--- config.mk ---
export PLATFORM = sky130hd
export DESIGN_NAME = retransmit_window_slot_table_core
export DESIGN_NICKNAME = d
export VERILOG_FILES = /design/src/rtl/core/rwst_pkg.sv /design/src/rtl/core/retransmit_window_slot_table_core.sv /design/src/rtl/core/rwst_ram.sv /design/src/rtl/core/rwst_age_list.sv
export SDC_FILE = /design/constraint.sdc
export NUM_CORES = 2
export LEC_CHECK = 0
export BUFFER_PORTS_ARGS = -buffer_cell sky130_fd_sc_hd__buf_2
export CORE_MARGIN = 5
export CORE_UTILIZATION = 58
export CTS_CLUSTER_DIAMETER = 40
export DETAILED_ROUTE_END_ITERATION = 10
export GPL_ROUTABILITY_DRIVEN = 1
export MAX_ROUTING_LAYER = met4
export PLACE_DENSITY = 0.71
export SLEW_MARGIN = 20
export SYNTH_ARGS = -nofsm -noshare
export SYNTH_HDL_FRONTEND = slang
export SYNTH_SLANG_ARGS = --single-unit
--- constraint.sdc ---
create_clock -name clk -period 14.7 [get_ports clk]
set_clock_uncertainty 0.15 [all_clocks]
set_input_delay 1.47 -clock clk [delete_from_list [all_inputs] [get_ports clk]]
set_output_delay 1.47 -clock clk [all_outputs]
set_load 0.05 [all_outputs]
--- src/rtl/core/rwst_pkg.sv ---
// ----------------------------------------------------------------------------
// rwst_pkg
// Shared types and constants of the retransmit window slot table.
// ----------------------------------------------------------------------------
package rwst_pkg;

  // Number of slots in the window storage.
  localparam int WINDOW_DEPTH = 32;
  localparam int SLOT_W       = (WINDOW_DEPTH > 1) ? $clog2(WINDOW_DEPTH) : 1;
  localparam int CNT_W        = $clog2(WINDOW_DEPTH + 1);
  // Width used for window and held comparisons.
  localparam int CMP_W        = 10;
  // Scans list at most this many chunks.
  localparam int MAX_RESULTS  = 32;
  localparam int RES_W        = 6;
  // Eviction and urgency thresholds on the retry count.
  localparam logic [7:0] EVICT_RETRIES  = 8'd3;
  localparam logic [7:0] URGENT_RETRIES = 8'd5;
  localparam logic [7:0] RETRY_MAX      = 8'd255;

  typedef enum logic [2:0] {
    KIND_ACQUIRE  = 3'd0,
    KIND_MARK     = 3'd1,
    KIND_COMPLETE = 3'd2,
    KIND_TICK     = 3'd3,
    KIND_TO_SCAN  = 3'd4,
    KIND_RT_SCAN  = 3'd5
  } kind_t;

  typedef enum logic [1:0] {
    CFG_WINDOW_SIZE   = 2'd0,
    CFG_TIMEOUT_TICKS = 2'd1
  } cfg_idx_t;

  typedef struct packed {
    logic [2:0]  kind;
    logic [31:0] chunk_id;
    logic [9:0]  missing_count;
  } in_word_t;

  typedef struct packed {
    logic        hit;
    logic [31:0] result_chunk;
    logic        evicted;
    logic [31:0] evicted_chunk;
    logic        urgent;
    logic [5:0]  free_slots;
    logic        last;
  } out_word_t;

  // One slot record in the slot memory.
  typedef struct packed {
    logic [31:0] chunk;
    logic [31:0] sent_tick;
    logic        needs_resend;
    logic [7:0]  retries;
    logic [9:0]  missing;
  } slot_rec_t;

  // Commands to the age list.
  typedef struct packed {
    logic              push;
    logic [SLOT_W-1:0] push_slot;
    logic              remove;
    logic [SLOT_W-1:0] remove_pos;
  } age_cmd_t;

endpackage

--- src/rtl/core/retransmit_window_slot_table_core.sv ---
// ----------------------------------------------------------------------------
// retransmit_window_slot_table_core
// Retransmission window scoreboard: grants sequential chunk ids, flags,
// frees and scans outstanding chunks held in a slot memory.
//
//   channel | direction | handshake          | word
//   in_     | input     | in_valid/in_stall  | in_word_t (kind, id, missing)
//   out_    | output    | out_valid/out_stall| out_word_t
//   cfg_    | input     | cfg_valid/cfg_ready| cfg_index, cfg_data
//
// Tick and unknown items go from ST_IDLE straight to ST_FIN. Walking items read
// the slot memory at most once per held slot, in ST_RD and then ST_EV; the walk
// over the age list sets how long they take.
// Reset is synchronous and clears the window; no clearing pass is needed.
// A stalled result holds the walk; one result word is kept in reserve.
// ----------------------------------------------------------------------------
module retransmit_window_slot_table_core
  import rwst_pkg::*;
(
  input  logic        clk,
  input  logic        rst_n,
  input  logic        in_valid,
  output logic        in_stall,
  input  in_word_t    in_word,
  output logic        out_valid,
  input  logic        out_stall,
  output out_word_t   out_word,
  input  logic        cfg_valid,
  output logic        cfg_ready,
  input  logic [1:0]  cfg_index,
  input  logic [31:0] cfg_data
);

  typedef enum logic [4:0] {
    ST_IDLE  = 5'b00001,
    ST_RD    = 5'b00010,
    ST_EV    = 5'b00100,
    ST_GRANT = 5'b01000,
    ST_FIN   = 5'b10000
  } state_t;

  state_t             state_r, state_nxt;
  logic [2:0]         kind_r, kind_nxt;
  logic [31:0]        cid_r, cid_nxt;
  logic [9:0]         miss_r, miss_nxt;
  logic [CNT_W-1:0]   p_r, p_nxt;
  logic [SLOT_W-1:0]  s_r, s_nxt;
  logic               found_r, found_nxt;
  logic               ev_r, ev_nxt;
  logic [31:0]        evc_r, evc_nxt;
  logic [31:0]        res_r, res_nxt;
  logic               pend_v_r, pend_v_nxt;
  logic [31:0]        pend_r, pend_nxt;
  logic [RES_W:0]     cnt_r, cnt_nxt;
  logic [31:0]        next_chunk_r, next_chunk_nxt;
  logic [31:0]        now_r, now_nxt;
  logic               urgent_r, urgent_nxt;
  logic [5:0]         ws_r;
  logic [31:0]        to_r;
  logic               out_valid_r, out_valid_nxt;
  out_word_t          out_word_r, out_word_nxt;

  age_cmd_t           cmd;
  logic [SLOT_W-1:0]  rd_slot;
  logic [CNT_W-1:0]   held;
  logic               free_ok;
  logic [SLOT_W-1:0]  free_slot;

  logic               mem_we, mem_re;
  logic [SLOT_W-1:0]  mem_waddr;
  slot_rec_t          mem_wdata, mem_rdata;

  logic [CMP_W-1:0]   held_x, ws_x, lim_x;
  logic               full, out_free;
  logic [5:0]         free_cnt;
  logic [7:0]         retry_inc;
  logic [31:0]        age;

  rwst_age_list u_age (
    .clk       (clk),
    .rst_n     (rst_n),
    .cmd       (cmd),
    .rd_pos    (p_r[SLOT_W-1:0]),
    .rd_slot   (rd_slot),
    .held      (held),
    .free_ok   (free_ok),
    .free_slot (free_slot)
  );

  rwst_ram #(
    .DW ($bits(slot_rec_t)),
    .AW (SLOT_W)
  ) u_ram (
    .clk   (clk),
    .we    (mem_we),
    .waddr (mem_waddr),
    .wdata (mem_wdata),
    .re    (mem_re),
    .raddr (rd_slot),
    .rdata (mem_rdata)
  );

  // Window limit and free count.
  always_comb begin
    held_x   = CMP_W'(held);
    ws_x     = CMP_W'(ws_r);
    lim_x    = (ws_x > CMP_W'(WINDOW_DEPTH)) ? CMP_W'(WINDOW_DEPTH) : ws_x;
    full     = (held_x >= lim_x);
    free_cnt = (held_x >= ws_x) ? 6'd0 : 6'(ws_x - held_x);
  end

  assign out_free  = !out_valid_r || !out_stall;
  assign in_stall  = (state_r != ST_IDLE);
  assign cfg_ready = 1'b1;
  assign out_valid = out_valid_r;
  assign out_word  = out_word_r;
  assign retry_inc = (mem_rdata.retries < RETRY_MAX) ? mem_rdata.retries + 8'd1
                                                    : mem_rdata.retries;
  assign age       = now_r - mem_rdata.sent_tick;

  // Sequencer over the age list.
  always_comb begin
    state_nxt      = state_r;
    kind_nxt       = kind_r;
    cid_nxt        = cid_r;
    miss_nxt       = miss_r;
    p_nxt          = p_r;
    s_nxt          = s_r;
    found_nxt      = found_r;
    ev_nxt         = ev_r;
    evc_nxt        = evc_r;
    res_nxt        = res_r;
    pend_v_nxt     = pend_v_r;
    pend_nxt       = pend_r;
    cnt_nxt        = cnt_r;
    next_chunk_nxt = next_chunk_r;
    now_nxt        = now_r;
    urgent_nxt     = urgent_r;
    out_valid_nxt  = out_valid_r && out_stall;
    out_word_nxt   = out_word_r;
    cmd            = '0;
    mem_we         = 1'b0;
    mem_re         = 1'b0;
    mem_waddr      = s_r;
    mem_wdata      = mem_rdata;

    case (state_r)
      ST_IDLE: begin
        if (in_valid) begin
          kind_nxt   = in_word.kind;
          cid_nxt    = in_word.chunk_id;
          miss_nxt   = in_word.missing_count;
          p_nxt      = '0;
          found_nxt  = 1'b0;
          ev_nxt     = 1'b0;
          evc_nxt    = '0;
          res_nxt    = '0;
          pend_v_nxt = 1'b0;
          cnt_nxt    = '0;
          case (in_word.kind)
            KIND_ACQUIRE: state_nxt = full ? ST_RD : ST_GRANT;
            KIND_MARK, KIND_COMPLETE, KIND_TO_SCAN, KIND_RT_SCAN: state_nxt = ST_RD;
            KIND_TICK: begin
              now_nxt   = now_r + 32'd1;
              state_nxt = ST_FIN;
            end
            default: state_nxt = ST_FIN;
          endcase
        end
      end

      ST_RD: begin
        if (p_r >= held || cnt_r == (RES_W+1)'(MAX_RESULTS)) begin
          state_nxt = (kind_r == KIND_ACQUIRE) ? ST_GRANT : ST_FIN;
        end else begin
          mem_re    = 1'b1;
          s_nxt     = rd_slot;
          state_nxt = ST_EV;
        end
      end

      ST_EV: begin
        case (kind_r)
          KIND_ACQUIRE: begin
            if (mem_rdata.needs_resend && mem_rdata.retries > EVICT_RETRIES) begin
              ev_nxt         = 1'b1;
              evc_nxt        = mem_rdata.chunk;
              cmd.remove     = 1'b1;
              cmd.remove_pos = p_r[SLOT_W-1:0];
              state_nxt      = ST_GRANT;
            end else begin
              p_nxt     = p_r + CNT_W'(1);
              state_nxt = ST_RD;
            end
          end
          KIND_MARK: begin
            if (mem_rdata.chunk == cid_r) begin
              mem_we                 = 1'b1;
              mem_wdata.needs_resend = 1'b1;
              mem_wdata.missing      = miss_r;
              mem_wdata.retries      = retry_inc;
              if (retry_inc > URGENT_RETRIES) begin
                urgent_nxt = 1'b1;
              end
              found_nxt = 1'b1;
              state_nxt = ST_FIN;
            end else begin
              p_nxt     = p_r + CNT_W'(1);
              state_nxt = ST_RD;
            end
          end
          KIND_COMPLETE: begin
            // A match closes the gap, so the same position is read again.
            if (mem_rdata.chunk == cid_r) begin
              cmd.remove     = 1'b1;
              cmd.remove_pos = p_r[SLOT_W-1:0];
              found_nxt      = 1'b1;
            end else begin
              p_nxt = p_r + CNT_W'(1);
            end
            state_nxt = ST_RD;
          end
          default: begin
            // Scans keep one listed chunk in reserve to mark the final word.
            logic pick;
            pick = (kind_r == KIND_TO_SCAN) ?
                   (!mem_rdata.needs_resend && age > to_r) :
                   (mem_rdata.needs_resend && mem_rdata.missing != 10'd0);
            if (!pick) begin
              p_nxt     = p_r + CNT_W'(1);
              state_nxt = ST_RD;
            end else if (!pend_v_r || out_free) begin
              if (pend_v_r) begin
                out_valid_nxt = 1'b1;
                out_word_nxt  = '{hit: 1'b1, result_chunk: pend_r, evicted: 1'b0,
                                  evicted_chunk: '0, urgent: urgent_r,
                                  free_slots: free_cnt, last: 1'b0};
              end
              pend_v_nxt = 1'b1;
              pend_nxt   = mem_rdata.chunk;
              cnt_nxt    = cnt_r + (RES_W+1)'(1);
              p_nxt      = p_r + CNT_W'(1);
              state_nxt  = ST_RD;
            end
          end
        endcase
      end

      ST_GRANT: begin
        if (!full && free_ok) begin
          mem_we              = 1'b1;
          mem_waddr           = free_slot;
          mem_wdata.chunk     = next_chunk_r;
          mem_wdata.sent_tick = now_r;
          mem_wdata.needs_resend = 1'b0;
          mem_wdata.retries   = 8'd0;
          mem_wdata.missing   = 10'd0;
          cmd.push            = 1'b1;
          cmd.push_slot       = free_slot;
          found_nxt           = 1'b1;
          res_nxt             = next_chunk_r;
          next_chunk_nxt      = next_chunk_r + 32'd1;
        end
        state_nxt = ST_FIN;
      end

      ST_FIN: begin
        if (out_free) begin
          out_valid_nxt = 1'b1;
          if (kind_r == KIND_TO_SCAN || kind_r == KIND_RT_SCAN) begin
            out_word_nxt = '{hit: pend_v_r, result_chunk: pend_v_r ? pend_r : 32'd0,
                             evicted: 1'b0, evicted_chunk: '0, urgent: urgent_r,
                             free_slots: free_cnt, last: 1'b1};
          end else begin
            out_word_nxt = '{hit: found_r, result_chunk: res_r, evicted: ev_r,
                             evicted_chunk: evc_r, urgent: urgent_r,
                             free_slots: free_cnt, last: 1'b1};
          end
          state_nxt = ST_IDLE;
        end
      end

      default: state_nxt = ST_IDLE;
    endcase
  end

  // Control registers.
  always_ff @(posedge clk) begin
    if (!rst_n) begin
      state_r      <= ST_IDLE;
      next_chunk_r <= '0;
      now_r        <= '0;
      urgent_r     <= 1'b0;
      out_valid_r  <= 1'b0;
      ws_r         <= 6'd32;
      to_r         <= 32'd1000;
    end else begin
      state_r      <= state_nxt;
      next_chunk_r <= next_chunk_nxt;
      now_r        <= now_nxt;
      urgent_r     <= urgent_nxt;
      out_valid_r  <= out_valid_nxt;
      if (cfg_valid && cfg_ready) begin
        case (cfg_index)
          CFG_WINDOW_SIZE:   ws_r <= cfg_data[5:0];
          CFG_TIMEOUT_TICKS: to_r <= cfg_data;
          default: ;
        endcase
      end
    end
  end

  // Per-item working registers and the result word.
  always_ff @(posedge clk) begin
    kind_r     <= kind_nxt;
    cid_r      <= cid_nxt;
    miss_r     <= miss_nxt;
    p_r        <= p_nxt;
    s_r        <= s_nxt;
    found_r    <= found_nxt;
    ev_r       <= ev_nxt;
    evc_r      <= evc_nxt;
    res_r      <= res_nxt;
    pend_v_r   <= pend_v_nxt;
    pend_r     <= pend_nxt;
    cnt_r      <= cnt_nxt;
    out_word_r <= out_word_nxt;
  end

endmodule

--- src/rtl/core/rwst_ram.sv ---
// ----------------------------------------------------------------------------
// rwst_ram
// Simple dual-port synchronous RAM with a registered read port.
// ----------------------------------------------------------------------------
module rwst_ram #(
  parameter int DW = 8,
  parameter int AW = 5
) (
  input  logic          clk,
  input  logic          we,
  input  logic [AW-1:0] waddr,
  input  logic [DW-1:0] wdata,
  input  logic          re,
  input  logic [AW-1:0] raddr,
  output logic [DW-1:0] rdata
);

  logic [DW-1:0] mem [0:(1<<AW)-1];

  // Write port.
  always_ff @(posedge clk) begin
    if (we) begin
      mem[waddr] <= wdata;
    end
  end

  // Read port; data holds while no read is issued.
  always_ff @(posedge clk) begin
    if (re) begin
      rdata <= mem[raddr];
    end
  end

endmodule

--- src/rtl/core/rwst_age_list.sv ---
// ----------------------------------------------------------------------------
// rwst_age_list
// Slots held in acquisition order, slot occupancy bits and the held count.
// ----------------------------------------------------------------------------
module rwst_age_list
  import rwst_pkg::*;
(
  input  logic              clk,
  input  logic              rst_n,
  input  age_cmd_t          cmd,
  input  logic [SLOT_W-1:0] rd_pos,
  output logic [SLOT_W-1:0] rd_slot,
  output logic [CNT_W-1:0]  held,
  output logic              free_ok,
  output logic [SLOT_W-1:0] free_slot
);

  logic [SLOT_W-1:0]       order_r [0:WINDOW_DEPTH-1];
  logic [WINDOW_DEPTH-1:0] used_r;
  logic [CNT_W-1:0]        held_r;

  assign rd_slot = order_r[rd_pos];
  assign held    = held_r;

  // Lowest free slot.
  always_comb begin
    free_ok   = 1'b0;
    free_slot = '0;
    for (int i = WINDOW_DEPTH - 1; i >= 0; i--) begin
      if (!used_r[i]) begin
        free_ok   = 1'b1;
        free_slot = SLOT_W'(i);
      end
    end
  end

  // Order list: removal closes the gap, push appends at the tail.
  always_ff @(posedge clk) begin
    if (cmd.remove) begin
      for (int k = 0; k < WINDOW_DEPTH - 1; k++) begin
        if (SLOT_W'(k) >= cmd.remove_pos) begin
          order_r[k] <= order_r[k+1];
        end
      end
    end else if (cmd.push) begin
      order_r[held_r[SLOT_W-1:0]] <= cmd.push_slot;
    end
  end

  // Occupancy and count.
  always_ff @(posedge clk) begin
    if (!rst_n) begin
      used_r <= '0;
      held_r <= '0;
    end else if (cmd.remove) begin
      used_r[order_r[cmd.remove_pos]] <= 1'b0;
      held_r <= held_r - CNT_W'(1);
    end else if (cmd.push) begin
      used_r[cmd.push_slot] <= 1'b1;
      held_r <= held_r + CNT_W'(1);
    end
  end

endmodule
# --- Yosys cells after proc, flatten, opt, wreduce, memory -nomap -nowiden ---
# Memories as Yosys holds them, arrays and structs flattened. A register that Yosys moved wholly into a read port is not among the register bits.
# Cells that the tools add are included.
op_classes:
  n_addsub: 9
  n_lt_le_gt_ge: 43
  n_eq_ne: 33
  n_mux: 253
  bitwise_logic: 5
  n_reduce_logical: 44
op_table:
  columns: ["operator", "count"]
  rows:
  - ["two-way mux 74 bit", 6]
  - ["two-way mux 32 bit", 7]
  - ["two-way mux 5 bit", 44]
  - ["two-way mux 1 bit", 153]
  - ["case mux 74 bit (2 select lines)", 1]
  - ["case mux 32 bit (2 select lines)", 2]
  - ["two-way mux 6 bit", 14]
  - ["two-way mux 83 bit", 1]
  - [">= comparator 5 bit (first input constant)", 15]
  - ["adder 32 x 1 -> 32 bit (second input constant)", 2]
  - ["two-way mux 64 bit", 1]
  - [">= comparator 4 x 5 -> 1 bit (first input constant)", 8]
  - ["two-way mux 19 bit", 2]
  - ["case mux 19 bit (2 select lines)", 1]
  - ["case mux 6 bit (2 select lines)", 3]
  - ["bitwise AND 32 bit", 1]
  - ["equality test 32 bit", 1]
  - ["> comparator 32 bit", 1]
  - ["inverter 32 bit", 1]
  - ["OR 32 bit", 1]
  - ["subtractor 32 bit", 1]
  - ["two-way mux 7 bit", 4]
  - ["case mux 5 bit (5 select lines)", 1]
  - ["inequality test 2 bit (second input constant)", 11]
  - ["other kinds (55)", 105]
totals:
  reg_bits: 383
  ram_bits: 2816
  output_inout_bits: 77
  n_memories: 2
mem_list:
  columns: ["name", "words", "width", "read_ports", "rd_clocked_by_memory_dff", "write_ports", "line_no", "text"]
  rows:
  - ["u_ram.mem", 32, 83, 1, 1, 1, "rwst_ram.sv:18", "logic [DW-1:0] mem [0:(1<<AW)-1];"]
  - ["u_age.order_r", 32, 5, 33, 1, 31, "rwst_age_list.sv:18", "logic [SLOT_W-1:0] order_r [0:WINDOW_DEPTH-1];"]

# --- Longest topological paths before layout ---
depth:
  word_depth: 42
  ltp_mapped: 24
  ltp_nobuf: 23

# --- Modules after synthesis ---
# Synthesis repeated with hierarchy kept, for this count alone.
unflattened:
  cells_unflattened: 7438
  area_unflattened_um2: 133426.7
by_module_without_submodules:
  columns: ["module", "instances", "cells_each", "area_each_um2"]
  rows:
  - ["rwst_ram", 1, 4860, 103465.5]
  - ["retransmit_window_slot_table_core", 1, 1652, 17780.8]
  - ["rwst_age_list", 1, 926, 12180.4]

# --- Worst setup path after synthesis ---
# Ideal clock, no wire load.
synth_path:
  path_type: "reg-to-reg"
  start: "register u_ram.rdata[20], read port of u_ram.mem"
  end: "register out_word_r (netlist bit out_word[0]), enable pin"
  arrival_time_ns: 9.734
  required_ns: 13.931
  path_slack_ns: 4.196
  stages_incl_launch_ff: 22
  n_path_buf: 0
  synth_period_minus_slack_ns: 10.504
  cell_sequence: "edfxtp_1 inv_1 ha_1 nor2b_1 o31a_1 o221a_2 o41ai_2 a211oi_1 a211oi_1 o41ai_1 or4_1 nand3_1 ha_1 nand2_1 or3_1 nor4_1 nand4_1 a21oi_1 nor4bb_1 o21ai_0 nand3_1 a21boi_0"
synth_between:
  elab_chain_len: 6
synth_lines:
  columns: ["element", "line_no", "text"]
  rows:
  - ["start: declaration", "rwst_ram.sv:15", "output logic [DW-1:0] rdata"]
  - ["subtractor 32 bit", "retransmit_window_slot_table_core.sv:119", "assign age = now_r - mem_rdata.sent_tick;"]
  - ["> comparator 32 bit", "retransmit_window_slot_table_core.sv:227", "(!mem_rdata.needs_resend && age > to_r) :"]
  - ["logical AND 1 bit", "retransmit_window_slot_table_core.sv:227", null]
  - ["two-way mux 1 bit", "retransmit_window_slot_table_core.sv:226", "pick = (kind_r == KIND_TO_SCAN) ?"]
  - ["inequality test 2 bit (no line)", null, null]
  - ["AND reduction 6 bit (no line)", null, null]
  - ["end signal: assignment", "retransmit_window_slot_table_core.sv:327", "out_word_r <= out_word_nxt;"]
  - ["end: declaration", "retransmit_window_slot_table_core.sv:61", "out_word_t out_word_r, out_word_nxt;"]
# Every way passes these cells.
# A chain may end at the register's enable or synchronous reset.

# --- Worst setup path after layout ---
layout_path:
  start: "register u_ram.rdata[20], read port of u_ram.mem"
  end: "register out_word_r (netlist bit out_word[57]), enable pin"
# Same word-level chain as after synthesis.

==> metrics.md <==
| Metric | Value |
|---|---|
| Placed insts | `11,800` |
| Area of the multi-input gates | `33,500 µm²` |
| RSZ-0062 raised after global routing | `false` |
| Tmin final | `7340 ps` |
| Pwr dens | `166 nW/µm²` |
| Area fraction of the dominant cell type after synthesis | `0.710` |
| Largest net degree at the start of global routing | `154` |
| Status | `finished, final reports clean` |
| Die Y | `488 µm` |
| Vias | `82,800` |
| Synth Net Count | `9,174` |
| Area contributors post-synth | `edfxtp_1 71%, nand2_1 5.3%, mux2i_1 5.1%` |
| Max Slew Vio Count | `0` |
| Slew Limit Headroom | `0.138` |
| Cells after Synth | `8,996` |
| Fraction of registers with async set/reset | `0` |
| Detailed Route WL | `373 mm` |
| Hold WC Path Type | `flop to flop` |
| CTS tree | `done` |
| Count of state elements after synthesis | `3,287` |
| Net Sw Power | `7110 µW` |
| Worst-path clk slew | `60 ps` |
| GR Util All Layers | `0.317` |
| Area delta synth->final | `14.6%` |
| Fill count | `15,300` |
| Maxcap violations | `0` |
| Worst-margin pin slew | `1290 ps` |
| Starting Density | `0.583` |
| Mean routed wirelength per cell | `29.5 µm` |
| Vias per cell | `6.55` |
| Crit path largest cell delay | `720 ps` |
| Worst path bufs/invs | `2` |
| Post-route insts no fill | `12,600` |
| Worst EP required | `15,110 ps` |
| Post-synth EDFFs | `3,135` |
| Slowest-stage cell, CP | `buf_4` |
| Io pins | `161` |
| Sw Ratio | `0.282` |
| Clock network power share | `0.417` |
| Reg area | `97,200 µm²` |
| Internal power | `18,100 µW` |
| First-pass GRT wire length | `538 mm` |
| Critical path class | `flop to flop` |
| GPL Wtd Cong | `0.937` |
| Antenna violations before repair | `12` |
| Arrival @ worst endpoint | `7750 ps` |
| Resized cells post-CTS | `0` |
| CTS buffer count | `430` |
| H-tree Lvls | `5` |
| Die footprint | `238,000 µm²` |
| Crit path max fanout | `74` |
| Post-route ant nets | `0` |
| Tcrit/Tclk final | `0.499` |
| Most common cell in the netlist | `edfxtp_1` |
| Dominant synthesized flop cell | `edfxtp_1` |
| Core area | `227,000 µm²` |
| GRT overflow | `0` |
| Critical Path End Type | `flop` |
| Clock Latency Late Sink | `1010 ps` |
| Fin nets | `9,451` |
| Delay-heaviest family, CP | `compound AO/OA/AOI/OAI gates` |
| Synthesized area per cell | `14.7 µm²` |
| Synth warn | `0` |
| Post-Layout Inst Area | `152,000 µm²` |
| Initial DRC Count | `11,100` |
| Setup_tns | `0 ps` |
| VDD IR max | `176 µV` |
| Final setup vio count | `0` |
| Logic pwr share | `0.173` |
| Remaining DRCs | `0` |
| Flop pwr share | `0.410` |
| DP HPWL | `209 mm` |
| Synth unique cells | `87` |
| Final Hold Fails | `0` |
| IO Port Bufs | `159` |
| Seq/Total Area, Yosys | `0.733` |
| Post-synthesis cell type with the largest combined area | `edfxtp_1` |
| Area after DPL | `137,000 µm²` |
| Register-to-register setup slack | `7360 ps` |
| Fraction of layout cells with a size suffix above 1 | `0.134` |
| Number of global-route vias before repair | `79,800` |
| Startpoint Class | `flop` |
| Critical-path cell list | `inv_1 -> ha_1 -> nor2b_1 -> o31a_1 -> o221a_2 -> o41ai_2 -> a211oi_1 -> a211oi_1 -> o41ai_1 -> or4_1 -> nand3_1 -> ha_1 -> nand2_1 -> or3_1 -> nor4_1 -> nand4_1 -> a21oi_1 -> nor4bb_1 -> o21ai_0 -> nand3_1 -> a21boi_4 -> buf_4` |
| Root Driver | `clkbuf_16` |
| Static Leak | `0.0522 µW` |
| Mapped Area | `133,000 µm²` |
| Post-CTS setup buffers | `0` |
| Clock Path Buffers | `4` |
| First-pass DRT Iterations | `6` |
| Synth top cells by count | `3,135 x edfxtp_1, 1,877 x nand2_1, 681 x mux2i_1, 666 x a32oi_1, 337 x clkbuf_1` |
| Num Clock Sinks | `3,287` |
| Fmax | `136 MHz` |
| DIE WIDTH | `488 µm` |
| CTS Hold Bufs | `0` |
| FP Rows | `175` |
cells in the final DEF, fill, tap and decap left out, drive strengths merged, types with 91 or more instances in the layout:
master / Yosys / routed
inv: 107 / 150
mux2i: 682 / 682
edfxtp: 3135 / 3135
nor2: 311 / 311
buf: 184 / 366
dfxtp: 152 / 152
o21ai: 267 / 267
nand2: 1877 / 1877
a32oi: 666 / 666
a21oi: 138 / 138
clkbuf: 337 / 485
nand4: 200 / 200
and2: 110 / 110
clkinv: 4 / 150
ha: 91 / 91
power groups by stage:
| stage | sequential [µW] | combinational (µW) | clock [µW] |
|---|---|---|---|
| after CTS | 10300 | 4260 | 10600 |
| after detailed placement | 10500 | 4230 | 0 |
| after global routing | 10300 | 4570 | 11000 |
| after global placement | 10500 | 4160 | 0 |
| final | 10300 | 4360 | 10500 |
| after floorplan | 10500 | 2780 | 0 |
stage by stage:
stage | util | setup slack, ps | hold slack, ps | power [µW]
2_1_floorplan | - | 4200 | 259 | 13300
3_3_place_gp | 0.603 | 7280 | 296 | 14700
3_5_place_dp | 0.603 | 7330 | 301 | 14800
4_1_cts | 0.667 | 7340 | 302 | 25200
5_1_grt | 0.668 | 7010 | 324 | 25900
6_report | 0.668 | 7360 | 309 | 25200
kinds of logic (layout without fill, tap and decap cells):
logic type / Yosys count / after routing / share of synthesized area
xor+xnor: 131 / 131 / 0.00865
buf+inv: 632 / 1257 / 0.0199
other cells: 1 / 11 / 0.0000283
mux: 778 / 778 / 0.0668
compound gates: 1305 / 1305 / 0.0732
flops: 3287 / 3287 / 0.733
fa+ha+maj: 94 / 94 / 0.00904
simple gates: 2768 / 2768 / 0.0896
layout make-up:
class | count | area share
antenna | 10 | 0.000165
clock buffer | 485 | 0.0729
timing repair buffer | 366 | 0.0163
multi-input combinational | 5077 | 0.221
clock inverter | 295 | 0.0229
sequential | 3287 | 0.640
inverter | 111 | 0.00281
tap | 3009 | 0.0248
sequential cells by signal (all words and copies together) (netlist names), 74 cells and up, named ones only:
signal,flops
u_ram.rdata,83
u_age.order_r,160
out_word,74
u_ram.mem,2656
worst register-to-register path, cell delays in order, from the launching register on:
cell,delay (ps)
edfxtp_1,350
inv_1,120
ha_1,240
nor2b_1,140
o31a_1,280
o221a_2,280
o41ai_2,490
a211oi_1,290
a211oi_1,490
o41ai_1,230
or4_1,430
nand3_1,110
ha_1,170
nand2_1,60
or3_1,400
nor4_1,420
nand4_1,280
a21oi_1,200
nor4bb_1,150
o21ai_0,490
nand3_1,250
a21boi_4,190
buf_4,720
metal layers:
layer  vias up  part of all wire  GRT usage
met5         -                 0          -
met4         0             0.034     0.0999
met3       854              0.11     0.0681
met2      5201              0.46      0.476
met1     41500              0.39      0.439
li1      35200                 -          -
worst paths after layout:
check	depth (start not counted)	endpoint	start
hold reg to reg	2	to_r[20]	to_r[20]
hold / removal	2	to_r[20]	to_r[20]
setup reg to reg	22	out_word[57]	u_ram.rdata[20]
setup / recovery	22	out_word[57]	u_ram.rdata[20]
Power figures use the tool's default switching activity.
